[src/design/rme_pkg.sv]
// shared constants and command/status types for the modular exponentiation block
`default_nettype none

package rme_pkg;

    localparam int WORD_BITS_DEFAULT = 32;
    localparam int CFG_INDEX_W       = 2;

    localparam logic [CFG_INDEX_W-1:0] CFG_MODULUS  = 2'd0;
    localparam logic [CFG_INDEX_W-1:0] CFG_EXPONENT = 2'd1;

    localparam logic [31:0] MODULUS_RESET  = 32'd6554179;
    localparam logic [31:0] EXPONENT_RESET = 32'd55621;

    // which modular product the shared multiplier is working on
    typedef enum logic [1:0] {
        OP_RED = 2'd0,
        OP_MUL = 2'd1,
        OP_SQR = 2'd2
    } mul_op_t;

    typedef struct packed {
        logic    load;
        logic    start;
        mul_op_t op;
        logic    step;
        logic    last;
        logic    next_bit;
        logic    emit;
    } rme_cmd_t;

    typedef struct packed {
        logic ebit;
        logic ezero;
    } rme_status_t;

endpackage

`default_nettype wire

[src/design/rme_if.sv]
// valid/ready stream interfaces for cipher input and plain output
`default_nettype none

interface rme_cipher_if #(
    parameter int W = rme_pkg::WORD_BITS_DEFAULT
);
    logic         valid;
    logic         ready;
    logic [W-1:0] cipher_word;

    modport source (output valid, output cipher_word, input ready);
    modport sink   (input valid, input cipher_word, output ready);
endinterface

interface rme_plain_if #(
    parameter int W = rme_pkg::WORD_BITS_DEFAULT
);
    logic         valid;
    logic         ready;
    logic [W-1:0] plain_word;

    modport source (output valid, output plain_word, input ready);
    modport sink   (input valid, input plain_word, output ready);
endinterface

`default_nettype wire

[src/design/rme_datapath.sv]
// bit-serial modular multiplier, base/accumulator registers and result register
`default_nettype none

module rme_datapath #(
    parameter int WORD_BITS = rme_pkg::WORD_BITS_DEFAULT
) (
    input  wire logic                 clk,
    input  wire rme_pkg::rme_cmd_t    cmd,
    input  wire logic [WORD_BITS-1:0] cipher_word,
    input  wire logic [WORD_BITS-1:0] modulus,
    input  wire logic [WORD_BITS-1:0] exponent,
    output rme_pkg::rme_status_t      status,
    output logic [WORD_BITS-1:0]      plain_word
);

    localparam int XW = WORD_BITS + 1;

    logic [WORD_BITS-1:0] a_reg;
    logic [WORD_BITS-1:0] b_reg;
    logic [WORD_BITS-1:0] r_reg;
    logic [WORD_BITS-1:0] base_reg;
    logic [WORD_BITS-1:0] acc_reg;
    logic [WORD_BITS-1:0] e_reg;
    logic [WORD_BITS-1:0] plain_reg;
    rme_pkg::mul_op_t     op_reg;

    logic [XW-1:0]        m_ext;
    logic [XW-1:0]        dbl;
    logic [XW-1:0]        dbl_red;
    logic [XW-1:0]        addend;
    logic [XW-1:0]        sum;
    logic [XW-1:0]        sum_red;
    logic [WORD_BITS-1:0] r_next;

    // a zero modulus acts as 2^WORD_BITS
    assign m_ext = {(modulus == '0), modulus};

    // one multiplier bit per step, msb first: r = 2r + a_i*b mod n
    always_comb
    begin
        dbl     = {r_reg, 1'b0};
        dbl_red = (dbl >= m_ext) ? (dbl - m_ext) : dbl;
        addend  = a_reg[WORD_BITS-1] ? {1'b0, b_reg} : '0;
        sum     = dbl_red + addend;
        sum_red = (sum >= m_ext) ? (sum - m_ext) : sum;
        r_next  = sum_red[WORD_BITS-1:0];
    end

    always_ff @(posedge clk)
    begin
        if (cmd.load)
        begin
            // first product is cipher * 1, which reduces the cipher word
            a_reg    <= cipher_word;
            b_reg    <= WORD_BITS'(1);
            r_reg    <= '0;
            acc_reg  <= WORD_BITS'(1);
            e_reg    <= exponent;
            op_reg   <= rme_pkg::OP_RED;
        end
        else if (cmd.start)
        begin
            a_reg  <= (cmd.op == rme_pkg::OP_MUL) ? acc_reg : base_reg;
            b_reg  <= base_reg;
            r_reg  <= '0;
            op_reg <= cmd.op;
        end
        else if (cmd.step)
        begin
            r_reg <= r_next;
            a_reg <= {a_reg[WORD_BITS-2:0], 1'b0};
            if (cmd.last)
            begin
                case (op_reg)
                    rme_pkg::OP_MUL: acc_reg  <= r_next;
                    default:         base_reg <= r_next;
                endcase
            end
        end

        if (cmd.next_bit)
        begin
            e_reg <= {1'b0, e_reg[WORD_BITS-1:1]};
        end

        if (cmd.emit)
        begin
            plain_reg <= acc_reg;
        end
    end

    assign status.ebit  = e_reg[0];
    assign status.ezero = (exponent == '0);
    assign plain_word   = plain_reg;

endmodule

`default_nettype wire

[src/design/rme_controller.sv]
// sequencer for square-and-multiply over the exponent bits and the handshakes
`default_nettype none

module rme_controller #(
    parameter int WORD_BITS = rme_pkg::WORD_BITS_DEFAULT
) (
    input  wire logic                clk,
    input  wire logic                rst_n,
    input  wire rme_pkg::rme_status_t status,
    input  wire logic                in_valid,
    output logic                     in_ready,
    output logic                     out_valid,
    input  wire logic                out_ready,
    output rme_pkg::rme_cmd_t        cmd
);

    localparam int CNT_W = (WORD_BITS > 1) ? $clog2(WORD_BITS) : 1;
    localparam logic [CNT_W-1:0] CNT_LAST = CNT_W'(WORD_BITS - 1);

    typedef enum logic [5:0] {
        S_IDLE = 6'b000001,
        S_RED  = 6'b000010,
        S_SEL  = 6'b000100,
        S_MUL  = 6'b001000,
        S_SQS  = 6'b010000,
        S_SQR  = 6'b100000
    } state_t;

    state_t     state_reg, state_next;
    logic       done_reg, done_next;
    logic [CNT_W-1:0] step_reg, step_next;
    logic [CNT_W-1:0] bit_reg, bit_next;
    logic       out_valid_reg, out_valid_next;

    always_comb
    begin
        cmd            = '0;
        cmd.op         = rme_pkg::OP_RED;
        state_next     = state_reg;
        done_next      = done_reg;
        step_next      = step_reg;
        bit_next       = bit_reg;
        out_valid_next = out_valid_reg && !out_ready;
        in_ready       = 1'b0;

        if (done_reg)
        begin
            // result waits here until the output register is free
            if (!out_valid_reg || out_ready)
            begin
                cmd.emit       = 1'b1;
                out_valid_next = 1'b1;
                done_next      = 1'b0;
            end
        end
        else
        begin
            unique case (state_reg)
                S_IDLE:
                begin
                    in_ready = 1'b1;
                    if (in_valid)
                    begin
                        cmd.load  = 1'b1;
                        step_next = '0;
                        bit_next  = '0;
                        if (status.ezero)
                        begin
                            done_next = 1'b1;
                        end
                        else
                        begin
                            state_next = S_RED;
                        end
                    end
                end
                S_RED:
                begin
                    cmd.step = 1'b1;
                    if (step_reg == CNT_LAST)
                    begin
                        cmd.last   = 1'b1;
                        state_next = S_SEL;
                    end
                    else
                    begin
                        step_next = step_reg + 1'b1;
                    end
                end
                S_SEL:
                begin
                    cmd.start = 1'b1;
                    step_next = '0;
                    if (status.ebit)
                    begin
                        cmd.op     = rme_pkg::OP_MUL;
                        state_next = S_MUL;
                    end
                    else
                    begin
                        cmd.op     = rme_pkg::OP_SQR;
                        state_next = S_SQR;
                    end
                end
                S_MUL:
                begin
                    cmd.step = 1'b1;
                    if (step_reg == CNT_LAST)
                    begin
                        cmd.last   = 1'b1;
                        state_next = S_SQS;
                    end
                    else
                    begin
                        step_next = step_reg + 1'b1;
                    end
                end
                S_SQS:
                begin
                    cmd.start  = 1'b1;
                    cmd.op     = rme_pkg::OP_SQR;
                    step_next  = '0;
                    state_next = S_SQR;
                end
                S_SQR:
                begin
                    cmd.step = 1'b1;
                    if (step_reg == CNT_LAST)
                    begin
                        cmd.last     = 1'b1;
                        cmd.next_bit = 1'b1;
                        if (bit_reg == CNT_LAST)
                        begin
                            state_next = S_IDLE;
                            done_next  = 1'b1;
                        end
                        else
                        begin
                            bit_next   = bit_reg + 1'b1;
                            state_next = S_SEL;
                        end
                    end
                    else
                    begin
                        step_next = step_reg + 1'b1;
                    end
                end
                default:
                begin
                    state_next = S_IDLE;
                end
            endcase
        end
    end

    always_ff @(posedge clk or negedge rst_n)
    begin
        if (!rst_n)
        begin
            state_reg     <= S_IDLE;
            done_reg      <= 1'b0;
            step_reg      <= '0;
            bit_reg       <= '0;
            out_valid_reg <= 1'b0;
        end
        else
        begin
            state_reg     <= state_next;
            done_reg      <= done_next;
            step_reg      <= step_next;
            bit_reg       <= bit_next;
            out_valid_reg <= out_valid_next;
        end
    end

    assign out_valid = out_valid_reg;

endmodule

`default_nettype wire

[src/design/rsa_modular_exponentiation.sv]
// top level: configuration registers, controller and bit-serial datapath
//
//  channel   dir  beat fields          handshake
//  in        in   cipher_word          in.valid / in.ready
//  out       out  plain_word           out.valid / out.ready
//  cfg       in   cfg_index, cfg_data  cfg_we (no ready)
//
// one item reduces the cipher word, then for each exponent bit, lsb first, multiplies
// when the bit is set and squares the base; a zero exponent skips the multiplier.
// the shared modular multiplier retires one multiplier bit per cycle.
// reset loads the default modulus and exponent and clears the sequencer.
// one item is in flight at a time; a finished result waits in the output
// register, and a new item is taken while it waits.
`default_nettype none

module rsa_modular_exponentiation #(
    parameter int WORD_BITS = rme_pkg::WORD_BITS_DEFAULT
) (
    input  wire logic                            clk,
    input  wire logic                            rst_n,
    rme_cipher_if.sink                           in,
    rme_plain_if.source                          out,
    input  wire logic                            cfg_we,
    input  wire logic [rme_pkg::CFG_INDEX_W-1:0] cfg_index,
    input  wire logic [WORD_BITS-1:0]            cfg_data
);

    localparam logic [WORD_BITS-1:0] MOD_RST = rme_pkg::MODULUS_RESET[WORD_BITS-1:0];
    localparam logic [WORD_BITS-1:0] EXP_RST = rme_pkg::EXPONENT_RESET[WORD_BITS-1:0];

    logic [WORD_BITS-1:0] modulus_reg;
    logic [WORD_BITS-1:0] exponent_reg;
    rme_pkg::rme_cmd_t    cmd;
    rme_pkg::rme_status_t status;

    always_ff @(posedge clk or negedge rst_n)
    begin
        if (!rst_n)
        begin
            modulus_reg  <= MOD_RST;
            exponent_reg <= EXP_RST;
        end
        else if (cfg_we)
        begin
            unique case (cfg_index)
                rme_pkg::CFG_MODULUS:  modulus_reg  <= cfg_data;
                rme_pkg::CFG_EXPONENT: exponent_reg <= cfg_data;
                default:
                begin
                    modulus_reg <= modulus_reg;
                end
            endcase
        end
    end

    rme_controller #(
        .WORD_BITS (WORD_BITS)
    ) u_ctrl (
        .clk       (clk),
        .rst_n     (rst_n),
        .status    (status),
        .in_valid  (in.valid),
        .in_ready  (in.ready),
        .out_valid (out.valid),
        .out_ready (out.ready),
        .cmd       (cmd)
    );

    rme_datapath #(
        .WORD_BITS (WORD_BITS)
    ) u_dp (
        .clk         (clk),
        .cmd         (cmd),
        .cipher_word (in.cipher_word),
        .modulus     (modulus_reg),
        .exponent    (exponent_reg),
        .status      (status),
        .plain_word  (out.plain_word)
    );

endmodule

`default_nettype wire

[src/flat_wrapper.sv]
// flat-port wrapper written by rule: the top's interface ports become plain ports
module rsa_modular_exponentiation_flat 
#(
    parameter int WORD_BITS = rme_pkg::WORD_BITS_DEFAULT
)
  (clk, rst_n, cfg_we, cfg_index, cfg_data, in_valid, in_cipher_word, in_ready, out_valid, out_plain_word, out_ready);
  rme_cipher_if #(.W((rme_pkg::WORD_BITS_DEFAULT))) in_i ();
  rme_plain_if #(.W((rme_pkg::WORD_BITS_DEFAULT))) out_i ();
  input  wire logic clk;
  input  wire logic rst_n;
  input  wire logic cfg_we;
  input  wire logic [rme_pkg::CFG_INDEX_W-1:0] cfg_index;
  input  wire logic [WORD_BITS-1:0] cfg_data;
  input wire logic [$bits(in_i.valid)-1:0] in_valid;
  input wire logic [$bits(in_i.cipher_word)-1:0] in_cipher_word;
  output wire logic [$bits(in_i.ready)-1:0] in_ready;
  output wire logic [$bits(out_i.valid)-1:0] out_valid;
  output wire logic [$bits(out_i.plain_word)-1:0] out_plain_word;
  input wire logic [$bits(out_i.ready)-1:0] out_ready;
  assign in_i.valid = in_valid;
  assign in_i.cipher_word = in_cipher_word;
  assign in_ready = in_i.ready;
  assign out_valid = out_i.valid;
  assign out_plain_word = out_i.plain_word;
  assign out_i.ready = out_ready;
  rsa_modular_exponentiation #(.WORD_BITS(WORD_BITS)) u_core (.clk(clk), .rst_n(rst_n), .in(in_i), .out(out_i), .cfg_we(cfg_we), .cfg_index(cfg_index), .cfg_data(cfg_data));
endmodule
[config.mk]
export PLATFORM = sky130hd
export DESIGN_NAME = rsa_modular_exponentiation_flat
export DESIGN_NICKNAME = d
export VERILOG_FILES = /design/src/design/rme_pkg.sv /design/src/design/rme_if.sv /design/src/design/rme_datapath.sv /design/src/design/rme_controller.sv /design/src/design/rsa_modular_exponentiation.sv /design/src/flat_wrapper.sv
export SDC_FILE = /design/constraint.sdc
export NUM_CORES = 1
export LEC_CHECK = 0
export BUFFER_PORTS_ARGS = -buffer_cell sky130_fd_sc_hd__buf_4
export CAP_MARGIN = 10
export CORE_AREA = 8 8 312 163
export DETAILED_ROUTE_END_ITERATION = 12
export DIE_AREA = 0 0 320 171
export PLACE_DENSITY = 0.57
export REMOVE_ABC_BUFFERS = 1
export SLEW_MARGIN = 0
export SYNTH_ARGS = -nofsm -noshare
export SYNTH_HDL_FRONTEND = slang
export SYNTH_SLANG_ARGS = --single-unit
[constraint.sdc]
create_clock -name clk -period 7 [get_ports clk]
set_input_delay 1.4 -clock clk [delete_from_list [all_inputs] [get_ports clk]]
set_output_delay 1.4 -clock clk [all_outputs]
set_load 0.005 [all_outputs]
==> results of run 1 <==
metal layers:
metal  share of wire, %  wire, um
met5                  0         0
met4                2.1      1450
met3                8.3      5720
met2                 40     27600
met1                 50     34400
cells in the mapped netlist (5+ instances only):
cell type and number:
a211oi_1 16, a211oi_2 8, a21o_1 61, a21oi_1 117
a22o_1 37, a22oi_1 31, a31oi_1 11, and2_1 49
and3_1 25, and4_1 6, buf_2 15, clkbuf_1 76
dfrtp_1 66, dfstp_2 16, dfxtp_1 99, edfxtp_1 127
ha_1 102, inv_1 90, mux2_2 69, mux2i_1 49
mux2i_2 5, nand2_1 149, nand2b_1 11, nand3_1 54
nand4_1 23, nor2_1 91, nor2b_1 12, nor3_1 25
nor4_1 20, o211ai_1 12, o21a_1 18, o21ai_0 170
o21ai_1 24, o21bai_1 17, o2bb2ai_1 5, o31a_1 6
o31ai_1 8, or2_2 9, or3_1 6, xnor2_1 54
xor2_1 32
cell families after synthesis:
| family | count (synthesis) | share of synthesized area [%] |
|---|---|---|
| adders and majority gates | 105 | 7.28 |
| and+or+nand+nor | 494 | 13.3 |
| xor gates and xnor gates | 86 | 4.10 |
| DFF | 308 | 42.9 |
| AOI/OAI and AO/OA | 591 | 20.9 |
| buffers and inverters | 189 | 4.20 |
| muxes | 123 | 7.28 |
through the flow:
stage                     setup TNS (ns)  instances  util (%)
after floorplan                   -20.24       1797         -
final                             -0.753       3048      54.6
after detailed placement          -54.82       2957      49.4
after CTS                      -0.000990       3037      53.3
after global placement            -54.01       2957      49.4
after global routing              -11.53       3048      54.6
final timing paths:
| path | startpoint | depth (start not counted) | to | slack (ns) |
|---|---|---|---|---|
| worst max-delay path | u_core.modulus_reg[6] | 32 | u_core.u_dp.base_reg[10] | -0.09 |
| worst min-delay path | u_core.u_dp.op_reg[0] | 1 | u_core.u_dp.op_reg[0] | 0.44 |
| worst max register to register | u_core.modulus_reg[6] | 32 | u_core.u_dp.base_reg[10] | -0.09 |
| worst min register to register | u_core.u_dp.op_reg[0] | 1 | u_core.u_dp.op_reg[0] | 0.44 |
| max in group asynchronous | rst_n | 2 | u_core.exponent_reg[5] | 5.17 |
| min in group asynchronous | rst_n | 1 | u_core.u_ctrl.out_valid | 0.67 |
repair_timing:
item,CTS,global route
buffers inserted,25,11
endpoints found under the setup margin,96,96
resized for setup,94,89
pin swaps,33,37
cloned,3,1
layout make-up:
type	count	area, um^2
fill	4181	21000
multi-input combinational	1401	10700
sequential	308	7870
timing repair buffer	587	4590
clock buffer	40	838
tap	609	762
inverter	90	338
clock inverter	13	196
power by group through the flow:
| stage | combinational, W | clock [W] | sequential (W) |
|---|---|---|---|
| 6_report | 0.00689 | 0.00176 | 0.00258 |
| 5_1_grt | 0.00731 | 0.00186 | 0.00261 |
| 4_1_cts | 0.00638 | 0.00179 | 0.00257 |
| 3_5_place_dp | 0.00572 | 0 | 0.00260 |
| 3_3_place_gp | 0.00568 | 0 | 0.00259 |
| 2_1_floorplan | 0.00296 | 0 | 0.00252 |
==> metrics.md, run 1 <==
| Metric | Value |
|---|---|
| Worst path max stage delay | `0.54 ns` |
| Met2 Use GR | `34.5%` |
| Final worst path period share | `101%` |
| Die X | `320 um` |
| Hold crit path type | `register to register` |
| Switching share of power | `42.1%` |
| Int Pwr | `0.00649 W` |
| Layout area overhead | `37.6%` |
| Grt met1 use | `37.2%` |
| Clock sink count | `308` |
| Largest net degree at the start of global routing | `67` |
| Pleak | `11.3 nW` |
| Crit. End Element | `register` |
| HPWL Detailed | `52,800 um` |
| Minimum clock period | `7.09 ns` |
| Hold Buf Count CTS | `0` |
| Data arrival, critical path | `7.43 ns` |
| Final WS setup | `-0.0936 ns` |
| Gate Count Post-Synth | `1,896` |
| Commonest non-fill, non-tap cells in the layout | `buf_4, o21ai_0, nand2_1` |
| FMAX | `141 MHz` |
| Share of cells above drive strength 1 | `36.0%` |
| Relative slew margins | `24.4%` |
| Crit-path max FO | `9` |
| Number of synthesized register bits | `308` |
| Final Setup Violations | `17` |
| Clk slew on worst S/H paths | `0.06 ns` |
| Global-route wire length before repair | `102,000 um` |
| Sequential share of the synthesized area | `42.9%` |
| Total power | `0.0112 W` |
| Syn avg cell area | `9.68 um^2` |
| WL/cell | `22.7 um` |
| CP required | `7.34 ns` |
| Warnings from Yosys | `0` |
| Initial antenna violation count | `3` |
| Final Hold Vio Count | `0` |
| Port Buffer Count | `104` |
| Initial Util | `39.7%` |
| Yosys cell types | `80` |
| CP Launch Type | `register` |
| Ys flop type | `edfxtp_1` |
| Die area | `0.0547 mm^2` |
| I/O pin cnt | `105` |
| Status | `complete, but fails checks` |
| CTS root buf | `clkbuf_16` |
| Antenna cells | `0` |
| Worst-margin pin slew | `1.13 ns` |
| Sequential cell fraction of total power | `23.0%` |
| Total iterations of the first detailed-routing run | `7` |
| Max-slew violations | `0` |
| DRT Wirelength | `69,200 um` |
| Core footprint | `0.0462 mm^2` |
| Design Area, Final | `0.0252 mm^2` |
| Routability Congestion | `1.02` |
| Worst Skew | `0.0251 ns` |
| Die H | `171 um` |
| Global routing's busiest layer | `met1` |
| Top-area cell type share of the netlist area | `20.8%` |
| # DRC | `0` |
| FP Rows | `56` |
| Clk buf depth | `3` |
| Remaining antenna violation count | `0` |
| Initial detailed-routing violation count | `1,577` |
| Max H-tree Level | `1` |
| Power Dens Cells | `444 mW/mm^2` |
| Placed Area | `0.0229 mm^2` |
| Asr flop ratio synth | `26.6%` |
| Worst vdd ir | `0.000271 V` |
| Combinational power share | `61.4%` |
| Hold slack | `0.443 ns` |
| Unrepaired setup endpoints after global routing | `true` |
| Crit-path slowest cell | `dfstp_2` |
| GRT Overall Usage | `24.4%` |
| Ranking of synthesized cells by area | `edfxtp_1, dfxtp_1, dfrtp_1, ha_1, o21ai_0` |
| Global routing usage on met3 | `6.08%` |
| Vias post-DR | `16,944` |
| CTS Buf Count | `29` |
| Latest clock arrival within the worst-skew pair | `0.60 ns` |
| Remaining global-route overflow | `0` |
| Setup CP Type | `register to register` |
| Most common cell after layout, fill and taps aside | `buf_4` |
| TritonCTS clock tree | `done` |
| Synth area leader | `edfxtp_1` |
| Buf+Inv Stages, Crit Path | `9` |
| EDFF count, synth | `127` |
| Failing checks | `setup timing` |
| P_sw | `0.00473 W` |
| Max_cap viols | `0` |
| Synthesized area | `0.0183 mm^2` |
| Worst path top cell family by delay | `compound AO/OA/AOI/OAI gates` |
| Via density | `5.56` |
| Clock share of power | `15.6%` |
| Number of global-route vias before repair | `16,336` |
| Worst Setup Slack post-DPL | `-0.755 ns` |
| Nets | `2,593` |
Power figures use the tool's default switching activity.
==> inputs of run 2 (changes only) <==
--- a/config.mk
+++ b/config.mk
@@ -8,9 +8,10 @@
 export BUFFER_PORTS_ARGS = -buffer_cell sky130_fd_sc_hd__buf_4
 export CAP_MARGIN = 10
 export CORE_AREA = 8 8 312 163
+export CTS_BUF_LIST = sky130_fd_sc_hd__clkbuf_8 sky130_fd_sc_hd__clkbuf_16
 export DETAILED_ROUTE_END_ITERATION = 12
 export DIE_AREA = 0 0 320 171
-export PLACE_DENSITY = 0.57
+export PLACE_DENSITY = 0.67
 export REMOVE_ABC_BUFFERS = 1
 export SLEW_MARGIN = 0
 export SYNTH_ARGS = -nofsm -noshare
==> run 2 against run 1 <==
  * The flow still finishes with violations (setup timing)
  * Global-route usage shrank 0.51 points
  * Cell count is essentially flat
  * Routed wire length shrank 0.53%
  * Sequential cell count is the same
  * Critical path depth grew 2
  * Worst hold slack gained 0.0012 ns
  * Utilization grew 0.30 points
  * Largest cell class unchanged
==> metrics.md, run 2 (synthesis results as in run 1) <==
| Metric | Value |
|---|---|
| Die H | `171 um (unchanged)` |
| CP Launch Type | `register (unchanged)` |
| Multi-input logic area | `0.0109 mm^2 (was 0.0107 mm^2)` |
| WHS Path Cells | `1 (unchanged)` |
| Switching share of power | `43.0% (was 42.1%)` |
| Via density | `5.64 (was 5.56)` |
| Combinational power share | `62.4% (was 61.4%)` |
| Worst Skew | `0.0293 ns (was 0.0251 ns)` |
| Worst path max stage delay | `0.53 ns (was 0.54 ns)` |
| Seq. cell area | `0.00787 mm^2 (unchanged)` |
| R2R setup slack | `-0.05 ns (was -0.09 ns)` |
| Max-slew violations | `0 (unchanged)` |
| CTS root buf | `clkbuf_16 (unchanged)` |
| Setup CP Type | `register to register (unchanged)` |
| I/O pin cnt | `105 (unchanged)` |
| Clock share of power | `14.4% (was 15.6%)` |
| FMAX | `142 MHz (was 141 MHz)` |
| Filler cell count in the final layout | `4,139 (was 4,181)` |
| Initial Util | `39.7% (unchanged)` |
| RR Startpoint | `u_core.modulus_reg[18] (was u_core.modulus_reg[6])` |
| Worst vdd ir | `0.000288 V (was 0.000271 V)` |
| # DRC | `0 (unchanged)` |
| Buf+Inv Stages, Crit Path | `8 (was 9)` |
| DRT Wirelength | `68,800 um (was 69,200 um)` |
| WL/cell | `22.6 um (was 22.7 um)` |
| Global-route wire length before repair | `101,000 um (was 102,000 um)` |
| Met2 Use GR | `33.6% (was 34.5%)` |
| Clk buf depth | `3 (unchanged)` |
| FF-to-FF path depth | `34 (was 32)` |
| Sequential cell fraction of total power | `23.2% (was 23.0%)` |
| Share of cells above drive strength 1 | `37.6% (was 36.0%)` |
| Layout area overhead | `38.3% (was 37.6%)` |
| Unrepaired setup endpoints after global routing | `true (unchanged)` |
| Power Dens Cells | `438 mW/mm^2 (was 444 mW/mm^2)` |
| Clock sink count | `308 (unchanged)` |
| Worst Setup Slack post-DPL | `-0.738 ns (was -0.755 ns)` |
| Final Hold Vio Count | `0 (unchanged)` |
| CP Launch Point | `u_core.modulus_reg[18] (was u_core.modulus_reg[6])` |
| Max_cap viols | `0 (unchanged)` |
| Status | `complete, but fails checks (unchanged)` |
| Die area | `0.0547 mm^2 (unchanged)` |
| Vias post-DR | `17,187 (was 16,944)` |
| Crit-path max FO | `6 (was 9)` |
| Clk slew on worst S/H paths | `0.06 ns (about the same)` |
| Remaining global-route overflow | `0 (unchanged)` |
| Latest clock arrival within the worst-skew pair | `0.59 ns (was 0.60 ns)` |
| Total iterations of the first detailed-routing run | `6 (was 7)` |
| Global routing's busiest layer | `met1 (unchanged)` |
| Hold Startpoint | `u_core.u_dp.op_reg[0] (unchanged)` |
| GRT Overall Usage | `23.9% (was 24.4%)` |
| Port Buffer Count | `104 (unchanged)` |
| Commonest non-fill, non-tap cells in the layout | `buf_4, o21ai_0, nand2_1 (unchanged)` |
| Core footprint | `0.0462 mm^2 (unchanged)` |
| Worst path top cell family by delay | `compound AO/OA/AOI/OAI gates (unchanged)` |
| Int Pwr | `0.00633 W (was 0.00649 W)` |
| Final Util | `54.9% (was 54.6%)` |
| Final worst path period share | `101% (about the same)` |
| Crit-path slowest cell | `dfstp_2 (unchanged)` |
| R2R Path End | `u_core.u_dp.base_reg[27] (was u_core.u_dp.base_reg[10])` |
| Minimum clock period | `7.05 ns (was 7.09 ns)` |
| P_sw | `0.00478 W (was 0.00473 W)` |
| Initial detailed-routing violation count | `1,874 (was 1,577)` |
| Global routing usage on met3 | `6.82% (was 6.08%)` |
| CTS Buf Count | `29 (unchanged)` |
| Data arrival, critical path | `7.38 ns (was 7.43 ns)` |
| TritonCTS clock tree | `done (unchanged)` |
| Routability Congestion | `1.02 (about the same)` |
| Relative slew margins | `24.9% (was 24.4%)` |
| Max H-tree Level | `1 (unchanged)` |
| Hold Buf Count CTS | `0 (unchanged)` |
| End of the critical path | `u_core.u_dp.base_reg[27] (was u_core.u_dp.base_reg[10])` |
| Final Setup Violations | `8 (was 17)` |
| Crit. End Element | `register (unchanged)` |
| Hold crit path type | `register to register (unchanged)` |
| Pleak | `11.3 nW (about the same)` |
| Final WS setup | `-0.0481 ns (was -0.0936 ns)` |
| Remaining antenna violation count | `0 (unchanged)` |
| Largest net degree at the start of global routing | `84 (was 67)` |
| Die X | `320 um (unchanged)` |
| Crit path depth | `34 (was 32)` |
| Grt met1 use | `35.7% (was 37.2%)` |
| Failing checks | `setup timing (unchanged)` |
| Number of global-route vias before repair | `16,507 (was 16,336)` |
| Nets | `2,592 (was 2,593)` |
| HPWL Detailed | `52,400 um (was 52,800 um)` |
| Most common cell after layout, fill and taps aside | `buf_4 (unchanged)` |
| Initial antenna violation count | `2 (was 3)` |
| FP Rows | `56 (unchanged)` |
| CP required | `7.33 ns (was 7.34 ns)` |
| Worst-margin pin slew | `1.13 ns (about the same)` |
==> run 2: timing repair <==
action | in CTS | in global routing
buffers inserted | 24 | 26
resized for setup | 86 | 161
cloned | 2 | 0
endpoints found under the setup margin | 96 | 96
pin swaps | 48 | 101
==> run 2: power groups by stage <==
stage                     Sequential (W)  Combinational, W  Clock (W)
after detailed placement         0.00260           0.00560          0
after global routing             0.00261           0.00732    0.00170
after global placement           0.00258           0.00558          0
final                            0.00257           0.00694    0.00160
after floorplan                  0.00252           0.00296          0
after CTS                        0.00257           0.00613    0.00162
==> run 2: how the worst min path moves through the flow <==
stage,endpoint,slack [ns]
6_report,u_core.u_dp.op_reg[0],0.44
5_1_grt,u_core.u_dp.plain_word[1],0.47
4_1_cts,u_core.u_dp.op_reg[0],0.45
3_5_place_dp,u_core.u_dp.op_reg[0],0.43
3_3_place_gp,u_core.u_dp.op_reg[0],0.43
2_1_floorplan,u_core.u_dp.op_reg[0],0.42
==> run 2: metal layers <==
metal | vias up | part of all wire, %
met3 | 101 | 9.0
met1 | 8375 | 48
met5 | - | 0.14
met2 | 679 | 40
li1 | 8030 | -
met4 | 2 | 2.4
==> run 2: per-stage QoR <==
step / setup TNS, ns / cell area (um^2) / std cells / hold slack (ns) / power (W)
3_5_place_dp: -55.70 / 22800 / 2945 / 0.431 / 0.00820
5_1_grt: -14.32 / 25400 / 3049 / 0.468 / 0.0116
6_report: -0.123 / 25400 / 3049 / 0.444 / 0.0111
4_1_cts: 0 / 24400 / 3024 / 0.447 / 0.0103
2_1_floorplan: -20.24 / 17900 / 1797 / 0.419 / 0.00548
3_3_place_gp: -46.90 / 22800 / 2945 / 0.426 / 0.00816
==> run 2: cell type report <==
| cell class | instances | share of cell area, % |
|---|---|---|
| clock inverters | 20 | 0.601 |
| repair buffers | 587 | 18.2 |
| inverters | 90 | 1.34 |
| flip-flops and latches | 308 | 31.0 |
| diodes | 2 | 0.0197 |
| well taps | 609 | 3.00 |
| multi-input cells | 1400 | 42.8 |
| clock buffers | 33 | 3.08 |
